===== src/rtl/aabb_body_integrate_and_resolve_macros.svh =====
// Assertion macros for the box body integrator and collision resolver.
// Used by the top level; expects clk_i and rst_ni in the enclosing scope.
`ifndef AABB_BODY_INTEGRATE_AND_RESOLVE_MACROS_SVH
`define AABB_BODY_INTEGRATE_AND_RESOLVE_MACROS_SVH

// Implication checked at every clock edge outside reset.
`define ABIR_ASSERT_IMP(lbl, ante, cons, msg) \
  lbl: assert property (@(posedge clk_i) disable iff (!rst_ni) (ante) |-> cons) \
    else $error(msg);

// Plain invariant checked at every clock edge outside reset.
`define ABIR_ASSERT_ALW(lbl, expr, msg) \
  lbl: assert property (@(posedge clk_i) disable iff (!rst_ni) (expr)) \
    else $error(msg);

`endif


===== src/rtl/abir_pkg.sv =====
// Shared types and constants for the box body integrator and resolver.
// Used by the controller, the datapath and the top level; no dependencies.
package abir_pkg;

  localparam int unsigned CfgW = 32;

  localparam logic [30:0] HALF_RESET = 31'd524288;

  typedef enum logic [1:0] {
    OP_LOAD    = 2'd0,
    OP_TICK    = 2'd1,
    OP_RESOLVE = 2'd2
  } op_e;

  typedef enum logic [1:0] {
    CFG_GRAVITY_X = 2'd0,
    CFG_GRAVITY_Y = 2'd1,
    CFG_HALF_W    = 2'd2,
    CFG_HALF_H    = 2'd3
  } cfg_idx_e;

  typedef enum logic [3:0] {
    ST_IDLE,
    ST_MUL_GX,
    ST_ADD_VX,
    ST_ADD_VY,
    ST_ADD_PX,
    ST_ADD_PY,
    ST_OVERLAP,
    ST_PUSH,
    ST_FINISH
  } ctrl_state_e;

  typedef enum logic [1:0] {
    MUL_GX,
    MUL_GY,
    MUL_VX,
    MUL_VY
  } mul_sel_e;

  typedef enum logic [1:0] {
    ADD_VX,
    ADD_VY,
    ADD_PX,
    ADD_PY
  } add_sel_e;

  typedef struct packed {
    logic     capture;
    logic     mul_en;
    mul_sel_e mul_sel;
    logic     add_en;
    add_sel_e add_sel;
    logic     ov_en;
    logic     push_en;
    logic     out_load;
  } dp_cmd_t;

  typedef struct packed {
    logic       in_valid;
    logic [1:0] in_op;
    logic       out_ready;
  } ctrl_status_t;

endpackage


===== src/rtl/abir_if.sv =====
// Channel interfaces of the box body block: input items and result items.
// Each carries valid, ready and the payload; no dependencies.
interface abir_in_if;
  logic               valid;
  logic               ready;
  logic [1:0]         op;
  logic signed [31:0] load_x;
  logic signed [31:0] load_y;
  logic [16:0]        delta_t;
  logic signed [31:0] other_cx;
  logic signed [31:0] other_cy;
  logic [30:0]        other_hw;
  logic [30:0]        other_hh;
  logic signed [31:0] old_x;
  logic signed [31:0] old_y;

  modport source (
    output valid, op, load_x, load_y, delta_t, other_cx, other_cy,
    output other_hw, other_hh, old_x, old_y,
    input  ready
  );
  modport sink (
    input  valid, op, load_x, load_y, delta_t, other_cx, other_cy,
    input  other_hw, other_hh, old_x, old_y,
    output ready
  );
endinterface

interface abir_out_if;
  logic               valid;
  logic               ready;
  logic signed [31:0] body_x;
  logic signed [31:0] body_y;
  logic signed [31:0] speed_x;
  logic signed [31:0] speed_y;
  logic               hit_left;
  logic               hit_right;
  logic               hit_bottom;
  logic               hit_top;

  modport source (
    output valid, body_x, body_y, speed_x, speed_y,
    output hit_left, hit_right, hit_bottom, hit_top,
    input  ready
  );
  modport sink (
    input  valid, body_x, body_y, speed_x, speed_y,
    input  hit_left, hit_right, hit_bottom, hit_top,
    output ready
  );
endinterface


===== src/rtl/aabb_body_integrate_and_resolve.sv =====
// Top level of the box body integrator and collision resolver.
// Depends on abir_pkg, abir_if, abir_ctrl, abir_dp and the assertion macros.
//
// Usage: items arrive on in_ch (valid/ready). Each accepted transaction
// yields exactly one result transaction on out_ch carrying the body state
// after the item. Configuration (gravity, half extents) is written through
// cfg_we_i, cfg_idx_i and cfg_data_i while the block is idle.
// The block works on one item at a time. A load and the unused op go straight
// to the result step. A tick runs four products through one shared 32x18
// multiplier, each followed by a saturating add, with each later product
// overlapped with the previous add. A resolve computes the overlap terms,
// then the overlap depths, then applies the push. A new item is taken only
// after the result of the last one is loaded, as in_ch.ready returns the
// cycle after the result is loaded.
// The result sits in its own register, so a new item is accepted while the
// previous result is still waiting; if the receiver stalls, the finished
// item holds in its last step until the result register frees up.
// Reset clears the body state, sets gravity to zero and the half extents
// to 8.0, and empties the result register.
`include "aabb_body_integrate_and_resolve_macros.svh"

module aabb_body_integrate_and_resolve (
  input  logic                      clk_i,
  input  logic                      rst_ni,
  abir_in_if.sink                   in_ch,
  abir_out_if.source                out_ch,
  input  logic                      cfg_we_i,
  input  logic [1:0]                cfg_idx_i,
  input  logic [abir_pkg::CfgW-1:0] cfg_data_i
);
  import abir_pkg::*;

  dp_cmd_t      cmd;
  ctrl_status_t status;
  logic [3:0]   hits;

  assign status.in_valid  = in_ch.valid;
  assign status.in_op     = in_ch.op;
  assign status.out_ready = out_ch.ready;

  abir_ctrl u_ctrl (
    .clk_i       (clk_i),
    .rst_ni      (rst_ni),
    .status_i    (status),
    .cmd_o       (cmd),
    .in_ready_o  (in_ch.ready),
    .out_valid_o (out_ch.valid)
  );

  abir_dp u_dp (
    .clk_i      (clk_i),
    .rst_ni     (rst_ni),
    .cmd_i      (cmd),
    .cfg_we_i   (cfg_we_i),
    .cfg_idx_i  (cfg_idx_i),
    .cfg_data_i (cfg_data_i),
    .op_i       (in_ch.op),
    .load_x_i   (in_ch.load_x),
    .load_y_i   (in_ch.load_y),
    .delta_t_i  (in_ch.delta_t),
    .other_cx_i (in_ch.other_cx),
    .other_cy_i (in_ch.other_cy),
    .other_hw_i (in_ch.other_hw),
    .other_hh_i (in_ch.other_hh),
    .old_x_i    (in_ch.old_x),
    .old_y_i    (in_ch.old_y),
    .body_x_o   (out_ch.body_x),
    .body_y_o   (out_ch.body_y),
    .speed_x_o  (out_ch.speed_x),
    .speed_y_o  (out_ch.speed_y),
    .hits_o     (hits)
  );

  assign out_ch.hit_left   = hits[0];
  assign out_ch.hit_right  = hits[1];
  assign out_ch.hit_bottom = hits[2];
  assign out_ch.hit_top    = hits[3];

  `ABIR_ASSERT_ALW(a_cmd_exclusive, $onehot0({cmd.capture, cmd.add_en, cmd.ov_en, cmd.push_en}), "datapath steps overlap")
  `ABIR_ASSERT_IMP(a_no_overwrite, cmd.out_load, (!out_ch.valid || out_ch.ready), "result overwritten before transaction")
  `ABIR_ASSERT_IMP(a_busy_after_accept, in_ch.valid && in_ch.ready, ##1 !in_ch.ready, "input accepted while busy")
  `ABIR_ASSERT_IMP(a_tick_length, in_ch.valid && in_ch.ready && in_ch.op == OP_TICK, ##5 !in_ch.ready, "tick finished early")

endmodule


===== src/rtl/abir_ctrl.sv =====
// Controller of the box body block: sequences load, tick and resolve steps.
// Depends on abir_pkg for the state, command and status types.
module abir_ctrl (
  input  logic                   clk_i,
  input  logic                   rst_ni,
  input  abir_pkg::ctrl_status_t status_i,
  output abir_pkg::dp_cmd_t      cmd_o,
  output logic                   in_ready_o,
  output logic                   out_valid_o
);
  import abir_pkg::*;

  ctrl_state_e state_q, state_d;
  logic        out_valid_q, out_valid_d;

  always_comb begin
    state_d = state_q;
    unique case (state_q)
      ST_IDLE: begin
        if (status_i.in_valid) begin
          case (status_i.in_op)
            OP_TICK:    state_d = ST_MUL_GX;
            OP_RESOLVE: state_d = ST_OVERLAP;
            default:    state_d = ST_FINISH;
          endcase
        end
      end
      ST_MUL_GX:  state_d = ST_ADD_VX;
      ST_ADD_VX:  state_d = ST_ADD_VY;
      ST_ADD_VY:  state_d = ST_ADD_PX;
      ST_ADD_PX:  state_d = ST_ADD_PY;
      ST_ADD_PY:  state_d = ST_FINISH;
      ST_OVERLAP: state_d = ST_PUSH;
      ST_PUSH:    state_d = ST_FINISH;
      ST_FINISH: begin
        if (!out_valid_q || status_i.out_ready) begin
          state_d = ST_IDLE;
        end
      end
      default:    state_d = ST_IDLE;
    endcase
  end

  always_comb begin
    cmd_o         = '0;
    cmd_o.mul_sel = MUL_GX;
    cmd_o.add_sel = ADD_VX;
    in_ready_o    = 1'b0;
    unique case (state_q)
      ST_IDLE: begin
        in_ready_o    = 1'b1;
        cmd_o.capture = status_i.in_valid;
      end
      ST_MUL_GX: begin
        cmd_o.mul_en  = 1'b1;
        cmd_o.mul_sel = MUL_GX;
      end
      ST_ADD_VX: begin
        cmd_o.add_en  = 1'b1;
        cmd_o.add_sel = ADD_VX;
        cmd_o.mul_en  = 1'b1;
        cmd_o.mul_sel = MUL_GY;
      end
      ST_ADD_VY: begin
        cmd_o.add_en  = 1'b1;
        cmd_o.add_sel = ADD_VY;
        cmd_o.mul_en  = 1'b1;
        cmd_o.mul_sel = MUL_VX;
      end
      ST_ADD_PX: begin
        cmd_o.add_en  = 1'b1;
        cmd_o.add_sel = ADD_PX;
        cmd_o.mul_en  = 1'b1;
        cmd_o.mul_sel = MUL_VY;
      end
      ST_ADD_PY: begin
        cmd_o.add_en  = 1'b1;
        cmd_o.add_sel = ADD_PY;
      end
      ST_OVERLAP: cmd_o.ov_en   = 1'b1;
      ST_PUSH:    cmd_o.push_en = 1'b1;
      ST_FINISH:  cmd_o.out_load = !out_valid_q || status_i.out_ready;
      default: begin
      end
    endcase
  end

  always_comb begin
    out_valid_d = out_valid_q;
    if (cmd_o.out_load) begin
      out_valid_d = 1'b1;
    end else if (status_i.out_ready) begin
      out_valid_d = 1'b0;
    end
  end

  always_ff @(posedge clk_i or negedge rst_ni) begin
    if (!rst_ni) begin
      state_q     <= ST_IDLE;
      out_valid_q <= 1'b0;
    end else begin
      state_q     <= state_d;
      out_valid_q <= out_valid_d;
    end
  end

  assign out_valid_o = out_valid_q;

endmodule


===== src/rtl/abir_dp.sv =====
// Datapath of the box body block: configuration, body state, shared multiplier,
// overlap evaluation and the result register. Depends on abir_pkg.
module abir_dp (
  input  logic                          clk_i,
  input  logic                          rst_ni,
  input  abir_pkg::dp_cmd_t             cmd_i,
  input  logic                          cfg_we_i,
  input  logic [1:0]                    cfg_idx_i,
  input  logic [abir_pkg::CfgW-1:0]     cfg_data_i,
  input  logic [1:0]                    op_i,
  input  logic signed [31:0]            load_x_i,
  input  logic signed [31:0]            load_y_i,
  input  logic [16:0]                   delta_t_i,
  input  logic signed [31:0]            other_cx_i,
  input  logic signed [31:0]            other_cy_i,
  input  logic [30:0]                   other_hw_i,
  input  logic [30:0]                   other_hh_i,
  input  logic signed [31:0]            old_x_i,
  input  logic signed [31:0]            old_y_i,
  output logic signed [31:0]            body_x_o,
  output logic signed [31:0]            body_y_o,
  output logic signed [31:0]            speed_x_o,
  output logic signed [31:0]            speed_y_o,
  output logic [3:0]                    hits_o
);
  import abir_pkg::*;

  function automatic logic signed [31:0] sat36(input logic signed [35:0] v);
    logic signed [31:0] r;
    if (v[35:31] == 5'b00000 || v[35:31] == 5'b11111) begin
      r = v[31:0];
    end else if (v[35]) begin
      r = 32'sh8000_0000;
    end else begin
      r = 32'sh7FFF_FFFF;
    end
    return r;
  endfunction

  function automatic logic signed [33:0] overlap(input logic [31:0] s,
                                                 input logic signed [32:0] d);
    logic signed [33:0] a;
    logic signed [33:0] b;
    a = $signed({2'b00, s}) + 34'(d);
    b = $signed({2'b00, s}) - 34'(d);
    return (a < b) ? a : b;
  endfunction

  logic signed [31:0] gx_q, gx_d, gy_q, gy_d;
  logic [30:0]        hw_q, hw_d, hh_q, hh_d;
  logic signed [31:0] pos_x_q, pos_x_d, pos_y_q, pos_y_d;
  logic signed [31:0] vel_x_q, vel_x_d, vel_y_q, vel_y_d;
  logic [3:0]         flags_q, flags_d;

  logic [16:0]        dt_q;
  logic [31:0]        sx_q, sy_q;
  logic signed [32:0] dxh_q, dyh_q, dxv_q, dyv_q;
  logic signed [49:0] prod_q;
  logic               hit_h_q, hit_v_q;
  logic signed [33:0] pen_x_q, pen_y_q;

  logic signed [31:0] mul_op;
  logic signed [17:0] dt_s;
  logic signed [31:0] step_inc;
  logic signed [33:0] ov_xh, ov_yh, ov_xv, ov_yv;

  assign dt_s     = $signed({1'b0, dt_q});
  assign step_inc = sat36(36'($signed(prod_q[49:16])));

  assign ov_xh = overlap(sx_q, dxh_q);
  assign ov_yh = overlap(sy_q, dyh_q);
  assign ov_xv = overlap(sx_q, dxv_q);
  assign ov_yv = overlap(sy_q, dyv_q);

  always_comb begin
    case (cmd_i.mul_sel)
      MUL_GX:  mul_op = gx_q;
      MUL_GY:  mul_op = gy_q;
      MUL_VX:  mul_op = vel_x_q;
      default: mul_op = vel_y_q;
    endcase
  end

  always_comb begin
    gx_d = gx_q;
    gy_d = gy_q;
    hw_d = hw_q;
    hh_d = hh_q;
    if (cfg_we_i) begin
      unique case (cfg_idx_e'(cfg_idx_i))
        CFG_GRAVITY_X: gx_d = $signed(cfg_data_i[31:0]);
        CFG_GRAVITY_Y: gy_d = $signed(cfg_data_i[31:0]);
        CFG_HALF_W:    hw_d = cfg_data_i[30:0];
        CFG_HALF_H:    hh_d = cfg_data_i[30:0];
        default: begin
        end
      endcase
    end
  end

  always_comb begin
    pos_x_d = pos_x_q;
    pos_y_d = pos_y_q;
    vel_x_d = vel_x_q;
    vel_y_d = vel_y_q;
    flags_d = flags_q;
    if (cmd_i.capture) begin
      case (op_i)
        OP_LOAD: begin
          pos_x_d = load_x_i;
          pos_y_d = load_y_i;
          vel_x_d = '0;
          vel_y_d = '0;
          flags_d = '0;
        end
        OP_TICK: flags_d = '0;
        default: begin
        end
      endcase
    end
    if (cmd_i.add_en) begin
      case (cmd_i.add_sel)
        ADD_VX:  vel_x_d = sat36(36'(vel_x_q) + 36'(step_inc));
        ADD_VY:  vel_y_d = sat36(36'(vel_y_q) + 36'(step_inc));
        ADD_PX:  pos_x_d = sat36(36'(pos_x_q) + 36'(step_inc));
        default: pos_y_d = sat36(36'(pos_y_q) + 36'(step_inc));
      endcase
    end
    if (cmd_i.push_en) begin
      if (hit_h_q && vel_x_q[31]) begin
        pos_x_d    = sat36(36'(pos_x_q) + 36'(pen_x_q));
        vel_x_d    = '0;
        flags_d[0] = 1'b1;
      end else if (hit_h_q && vel_x_q != '0) begin
        pos_x_d    = sat36(36'(pos_x_q) - 36'(pen_x_q));
        vel_x_d    = '0;
        flags_d[1] = 1'b1;
      end
      if (hit_v_q && vel_y_q[31]) begin
        pos_y_d    = sat36(36'(pos_y_q) + 36'(pen_y_q));
        vel_y_d    = '0;
        flags_d[2] = 1'b1;
      end else if (hit_v_q && vel_y_q != '0) begin
        pos_y_d    = sat36(36'(pos_y_q) - 36'(pen_y_q));
        vel_y_d    = '0;
        flags_d[3] = 1'b1;
      end
    end
  end

  always_ff @(posedge clk_i or negedge rst_ni) begin
    if (!rst_ni) begin
      gx_q    <= '0;
      gy_q    <= '0;
      hw_q    <= HALF_RESET;
      hh_q    <= HALF_RESET;
      pos_x_q <= '0;
      pos_y_q <= '0;
      vel_x_q <= '0;
      vel_y_q <= '0;
      flags_q <= '0;
    end else begin
      gx_q    <= gx_d;
      gy_q    <= gy_d;
      hw_q    <= hw_d;
      hh_q    <= hh_d;
      pos_x_q <= pos_x_d;
      pos_y_q <= pos_y_d;
      vel_x_q <= vel_x_d;
      vel_y_q <= vel_y_d;
      flags_q <= flags_d;
    end
  end

  always_ff @(posedge clk_i) begin
    if (cmd_i.capture) begin
      dt_q  <= delta_t_i;
      sx_q  <= 32'(hw_q) + 32'(other_hw_i);
      sy_q  <= 32'(hh_q) + 32'(other_hh_i);
      dxh_q <= 33'(pos_x_q) - 33'(other_cx_i);
      dyh_q <= 33'(old_y_i) - 33'(other_cy_i);
      dxv_q <= 33'(old_x_i) - 33'(other_cx_i);
      dyv_q <= 33'(pos_y_q) - 33'(other_cy_i);
    end
    if (cmd_i.mul_en) begin
      prod_q <= mul_op * dt_s;
    end
    if (cmd_i.ov_en) begin
      hit_h_q <= (ov_xh > 34'sd0) && (ov_yh > 34'sd0);
      hit_v_q <= (ov_xv > 34'sd0) && (ov_yv > 34'sd0);
      pen_x_q <= ov_xh;
      pen_y_q <= ov_yv;
    end
    if (cmd_i.out_load) begin
      body_x_o  <= pos_x_q;
      body_y_o  <= pos_y_q;
      speed_x_o <= vel_x_q;
      speed_y_o <= vel_y_q;
      hits_o    <= flags_q;
    end
  end

endmodule


===== src/flat_wrapper.sv =====
// flat-port wrapper written by rule: the top's interface ports become plain ports
module aabb_body_integrate_and_resolve_flat import abir_pkg::*;
  (clk_i, rst_ni, cfg_we_i, cfg_idx_i, cfg_data_i, in_ch_valid, in_ch_op, in_ch_load_x, in_ch_load_y, in_ch_delta_t, in_ch_other_cx, in_ch_other_cy, in_ch_other_hw, in_ch_other_hh, in_ch_old_x, in_ch_old_y, in_ch_ready, out_ch_valid, out_ch_body_x, out_ch_body_y, out_ch_speed_x, out_ch_speed_y, out_ch_hit_left, out_ch_hit_right, out_ch_hit_bottom, out_ch_hit_top, out_ch_ready);
  abir_in_if in_ch_i ();
  abir_out_if out_ch_i ();
  input  logic clk_i;
  input  logic rst_ni;
  input  logic cfg_we_i;
  input  logic [1:0] cfg_idx_i;
  input  logic [abir_pkg::CfgW-1:0] cfg_data_i;
  input wire logic [$bits(in_ch_i.valid)-1:0] in_ch_valid;
  input wire logic [$bits(in_ch_i.op)-1:0] in_ch_op;
  input wire logic [$bits(in_ch_i.load_x)-1:0] in_ch_load_x;
  input wire logic [$bits(in_ch_i.load_y)-1:0] in_ch_load_y;
  input wire logic [$bits(in_ch_i.delta_t)-1:0] in_ch_delta_t;
  input wire logic [$bits(in_ch_i.other_cx)-1:0] in_ch_other_cx;
  input wire logic [$bits(in_ch_i.other_cy)-1:0] in_ch_other_cy;
  input wire logic [$bits(in_ch_i.other_hw)-1:0] in_ch_other_hw;
  input wire logic [$bits(in_ch_i.other_hh)-1:0] in_ch_other_hh;
  input wire logic [$bits(in_ch_i.old_x)-1:0] in_ch_old_x;
  input wire logic [$bits(in_ch_i.old_y)-1:0] in_ch_old_y;
  output wire logic [$bits(in_ch_i.ready)-1:0] in_ch_ready;
  output wire logic [$bits(out_ch_i.valid)-1:0] out_ch_valid;
  output wire logic [$bits(out_ch_i.body_x)-1:0] out_ch_body_x;
  output wire logic [$bits(out_ch_i.body_y)-1:0] out_ch_body_y;
  output wire logic [$bits(out_ch_i.speed_x)-1:0] out_ch_speed_x;
  output wire logic [$bits(out_ch_i.speed_y)-1:0] out_ch_speed_y;
  output wire logic [$bits(out_ch_i.hit_left)-1:0] out_ch_hit_left;
  output wire logic [$bits(out_ch_i.hit_right)-1:0] out_ch_hit_right;
  output wire logic [$bits(out_ch_i.hit_bottom)-1:0] out_ch_hit_bottom;
  output wire logic [$bits(out_ch_i.hit_top)-1:0] out_ch_hit_top;
  input wire logic [$bits(out_ch_i.ready)-1:0] out_ch_ready;
  assign in_ch_i.valid = in_ch_valid;
  assign in_ch_i.op = in_ch_op;
  assign in_ch_i.load_x = in_ch_load_x;
  assign in_ch_i.load_y = in_ch_load_y;
  assign in_ch_i.delta_t = in_ch_delta_t;
  assign in_ch_i.other_cx = in_ch_other_cx;
  assign in_ch_i.other_cy = in_ch_other_cy;
  assign in_ch_i.other_hw = in_ch_other_hw;
  assign in_ch_i.other_hh = in_ch_other_hh;
  assign in_ch_i.old_x = in_ch_old_x;
  assign in_ch_i.old_y = in_ch_old_y;
  assign in_ch_ready = in_ch_i.ready;
  assign out_ch_valid = out_ch_i.valid;
  assign out_ch_body_x = out_ch_i.body_x;
  assign out_ch_body_y = out_ch_i.body_y;
  assign out_ch_speed_x = out_ch_i.speed_x;
  assign out_ch_speed_y = out_ch_i.speed_y;
  assign out_ch_hit_left = out_ch_i.hit_left;
  assign out_ch_hit_right = out_ch_i.hit_right;
  assign out_ch_hit_bottom = out_ch_i.hit_bottom;
  assign out_ch_hit_top = out_ch_i.hit_top;
  assign out_ch_i.ready = out_ch_ready;
  aabb_body_integrate_and_resolve u_core (.clk_i(clk_i), .rst_ni(rst_ni), .in_ch(in_ch_i), .out_ch(out_ch_i), .cfg_we_i(cfg_we_i), .cfg_idx_i(cfg_idx_i), .cfg_data_i(cfg_data_i));
endmodule

===== config.mk =====
export PLATFORM = sky130hd
export DESIGN_NAME = aabb_body_integrate_and_resolve_flat
export DESIGN_NICKNAME = d
export VERILOG_FILES = /design/src/rtl/abir_pkg.sv /design/src/rtl/abir_if.sv /design/src/rtl/aabb_body_integrate_and_resolve.sv /design/src/rtl/abir_ctrl.sv /design/src/rtl/abir_dp.sv /design/src/flat_wrapper.sv
export VERILOG_INCLUDE_DIRS = /design/src /design/src/rtl
export SDC_FILE = /design/constraint.sdc
export NUM_CORES = 2
export LEC_CHECK = 0
export BUFFER_PORTS_ARGS = -buffer_cell sky130_fd_sc_hd__buf_2
export CORE_MARGIN = 2
export CORE_UTILIZATION = 35
export CTS_CLUSTER_SIZE = 16
export DETAILED_ROUTE_END_ITERATION = 16
export HOLD_SLACK_MARGIN = 0.06
export PLACE_DENSITY = 0.61
export SYNTH_ARGS = -nofsm -noshare
export SYNTH_HDL_FRONTEND = slang
export SYNTH_SLANG_ARGS = --single-unit

===== constraint.sdc =====
create_clock -name clk_i -period 15.9 [get_ports clk_i]
set_clock_uncertainty 0.1 [all_clocks]
set_input_delay 3.18 -clock clk_i [delete_from_list [all_inputs] [get_ports clk_i]]
set_output_delay 3.18 -clock clk_i [all_outputs]
set_load 0.1 [all_outputs]

==> impl_metrics.env <==
export IMPL_pre_cts_ws_ns=5.29
export IMPL_avgViaCountPerCell=5.45
export IMPL_cpPeakStageDelay_ns=0.87
export IMPL_synth_area_top_cells="edfxtp_1 (16%), ha_1 (14%), fa_1 (13%), dfrtp_1 (7.9%), xnor2_1 (5.5%)"
export IMPL_rsz0062_at_grt="false"
export IMPL_drive_above_1_share=0.0965
export IMPL_hold_start="u_core.u_dp.flags_q[2]"
export IMPL_grt_use_met3=0.0341
export IMPL_crit_fanout=37
export IMPL_worst_slack_ns=5.17
export IMPL_gr_usage_met1=0.340
export IMPL_ys_seq_area_frac=0.241
export IMPL_syn_cell_area_sq_mm=0.0832
export IMPL_gp_congestion=0.952
export IMPL_grt_met2_usage=0.381
export IMPL_final_common_cell="inv_1"
export IMPL_setup_viol=0
export IMPL_grt_max_degree=133
export IMPL_cts_resized=0
export IMPL_clockRootBuffer="clkbuf_16"
export IMPL_nets=11500
export IMPL_cts_tree="built"
export IMPL_grt_overflow=0
export IMPL_num_vias=70400
export IMPL_max_cap_violations=0
export IMPL_cts_sinks=712
export IMPL_period_needed_ns=10.73
export IMPL_drt_wirelength_per_cell_um=23.7
export IMPL_area_growth_pct=10.9
export IMPL_hold_end="u_core.u_dp.hits_o[2]"
export IMPL_antenna_found_initial=58
export IMPL_holdPathStages=0
export IMPL_finalCritPeriodShare=0.675
export IMPL_async_reset_ff_frac=0.369
export IMPL_crit_path_frequent_cell="fa_1"
export IMPL_hold_violations=0
export IMPL_cpMaxStageDelayCell="a31oi_2"
export IMPL_worst_slew_pin_slew_ns=1.40
export IMPL_slew_viol_final=0
export IMPL_post_place_cells=12700
export IMPL_dominantRegCellSynth="edfxtp_1"
export IMPL_yosysTopAreaCell="edfxtp_1"
export IMPL_start_kind="flip-flop"
export IMPL_top_usage_layer="met2"
export IMPL_cts_max_level=3
export IMPL_ys_seq_elements=712
export IMPL_port_buffers=445
export IMPL_hpwl_um=244000
export IMPL_initial_core_util=0.353
export IMPL_cp_end_kind="flip-flop"
export IMPL_dieArea_sq_mm=0.242
export IMPL_final_cell_mix="inv_1 (1217), ha_1 (961), nand2_1 (726), a21oi_1 (652), nor2_1 (631)"
export IMPL_final_core_utilization=0.391
export IMPL_syn_num_nets=11200
export IMPL_hp_class="reg -> reg"
export IMPL_ios=446
export IMPL_crit_type="reg -> reg"
export IMPL_numCtsBuffers=93
export IMPL_r2r_start="u_core.u_ctrl.state_q[1]"
export IMPL_final_cells=12900
export IMPL_path_clk_slew_ns=0.06
export IMPL_dr_first_iter_drc_count=6162
export IMPL_worst_r2r_cell_count=29
export IMPL_dr_pass1_iters=6
export IMPL_synth_cells=9354
export IMPL_status="finished clean"
export IMPL_cts_hold_buf=0
export IMPL_cts_setup_buffers=0
export IMPL_ys_types=100
export IMPL_cts_buffer_depth=3
export IMPL_grt_pass1_wl_um=450000
export IMPL_clk_latency_ns=0.77
export IMPL_drt_wl_total_um=305000
export IMPL_coreArea_sq_mm=0.236
export IMPL_drc=0
export IMPL_tns_ns=0
export IMPL_postRouteAntennaNets=0
export IMPL_die_h_um=492
export IMPL_synth_top_area_share=0.162
export IMPL_max_freq_mhz=93.2
export IMPL_r2r_setup_slack_ns=5.17
export IMPL_yosys_warnings=0
export IMPL_critPathRequiredTime_ns=16.30
export IMPL_core_rowCount=178
export IMPL_max_slew_margin=0.0625
export IMPL_die_w_um=492
export IMPL_grt_pass1_vias=70100
export IMPL_synth_avg_cell_area_sq_um=8.89
export IMPL_synth_edf_count=449
export IMPL_cp_arrival_ns=11.13
export IMPL_track_usage=0.247
export IMPL_rr_endpoint="u_core.u_dp.prod_q[49]"
registers in the layout (all words and copies together), names as in the netlist, 33 cells and up:
| name | count |
|---|---|
| u_core.u_dp.pen_y_q | 34 |
| u_core.u_dp.dyh_q | 33 |
| u_core.u_dp.dyv_q | 33 |
| u_core.u_dp.dxh_q | 33 |
| u_core.u_dp.dxv_q | 33 |
| u_core.u_dp.pen_x_q | 34 |
| u_core.u_dp.prod_q | 34 |
cells in the mapped netlist (all sizes together), types with 26 or more instances:
library cell	instances
buf	30
or4	29
a211oi	78
o31ai	59
dfrtp	261
clkbuf	298
a221oi	26
xnor2	525
nand2	729
nor3	138
edfxtp	449
nor4	59
or3	44
and3	54
fa	541
o21ai	378
a211o	30
a21o	275
nor2b	108
xor2	148
nor2	637
o21bai	127
nand4	73
mux2	129
a31oi	115
ha	961
a22oi	41
o21a	72
inv	1222
and2	357
nand2b	107
o211ai	60
a21oi	653
nand3	142
through the flow:
| step | hold slack, ns | area (sq um) |
|---|---|---|
| after CTS | 0.353 | 92200 |
| final | 0.354 | 92300 |
| after detailed placement | 0.341 | 89100 |
| after global placement | 0.346 | 89100 |
| after floorplan | 0.325 | 83200 |
| after global routing | 0.369 | 92200 |
cells by family (layout without fill, tap and decap cells):
| family | Yosys count | in the layout | share of synthesized area |
|---|---|---|---|
| xor+xnor | 673 | 673 | 0.0709 |
| other cells | 0 | 21 | 0 |
| simple gates | 2564 | 2564 | 0.150 |
| flops | 712 | 712 | 0.241 |
| mux | 150 | 150 | 0.0200 |
| buf+inv | 1554 | 1942 | 0.0703 |
| fa+ha+maj | 1503 | 1503 | 0.275 |
| compound gates | 2198 | 2198 | 0.173 |
per-layer routing:
metal / up-vias / part of all wire
li1: 32800 / -
met1: 34700 / 0.45
met2: 2456 / 0.44
met3: 480 / 0.062
met4: 30 / 0.053
met5: - / 0.00062
worst max-delay path, delay by kind of cell (launching register included):
| kind | cells | cell delay, ns |
|---|---|---|
| adders and majority gates | 7 | 3.18 |
| DFF | 1 | 0.52 |
| AOI/OAI and AO/OA | 11 | 4.70 |
| xor gates and xnor gates | 1 | 0.17 |
| and+or+nand+nor | 4 | 0.86 |
| buffers and inverters | 6 | 0.90 |
final cells by class:
class | count | area (sq um)
clock inverter | 46 | 517
inverter | 1226 | 4600
fill | 23600 | 144000
multi-input combinational | 7088 | 57500
antenna | 21 | 52.6
tap | 3150 | 3940
clock buffer | 130 | 2620
timing repair buffer | 540 | 2960
sequential | 712 | 20100
worst max path at each step:
stage	slack, ns	start	to	cells past startpoint
4_1_cts	5.24	u_core.u_ctrl.state_q[1]	u_core.u_dp.prod_q[49]	29
6_report	5.17	u_core.u_ctrl.state_q[1]	u_core.u_dp.prod_q[49]	29
2_1_floorplan	5.12	u_core.u_ctrl.state_q[1]	u_core.u_dp.pos_x_q[16]	9
3_3_place_gp	5.50	u_core.u_ctrl.state_q[1]	u_core.u_dp.prod_q[49]	29
3_5_place_dp	5.29	u_core.u_ctrl.state_q[1]	u_core.u_dp.prod_q[49]	29
5_1_grt	4.65	u_core.u_ctrl.state_q[1]	u_core.u_dp.prod_q[49]	29
Power is left out: the tool's default activity adds up to more than one toggle a clock period on the data nets, which glitch-free logic cannot reach.
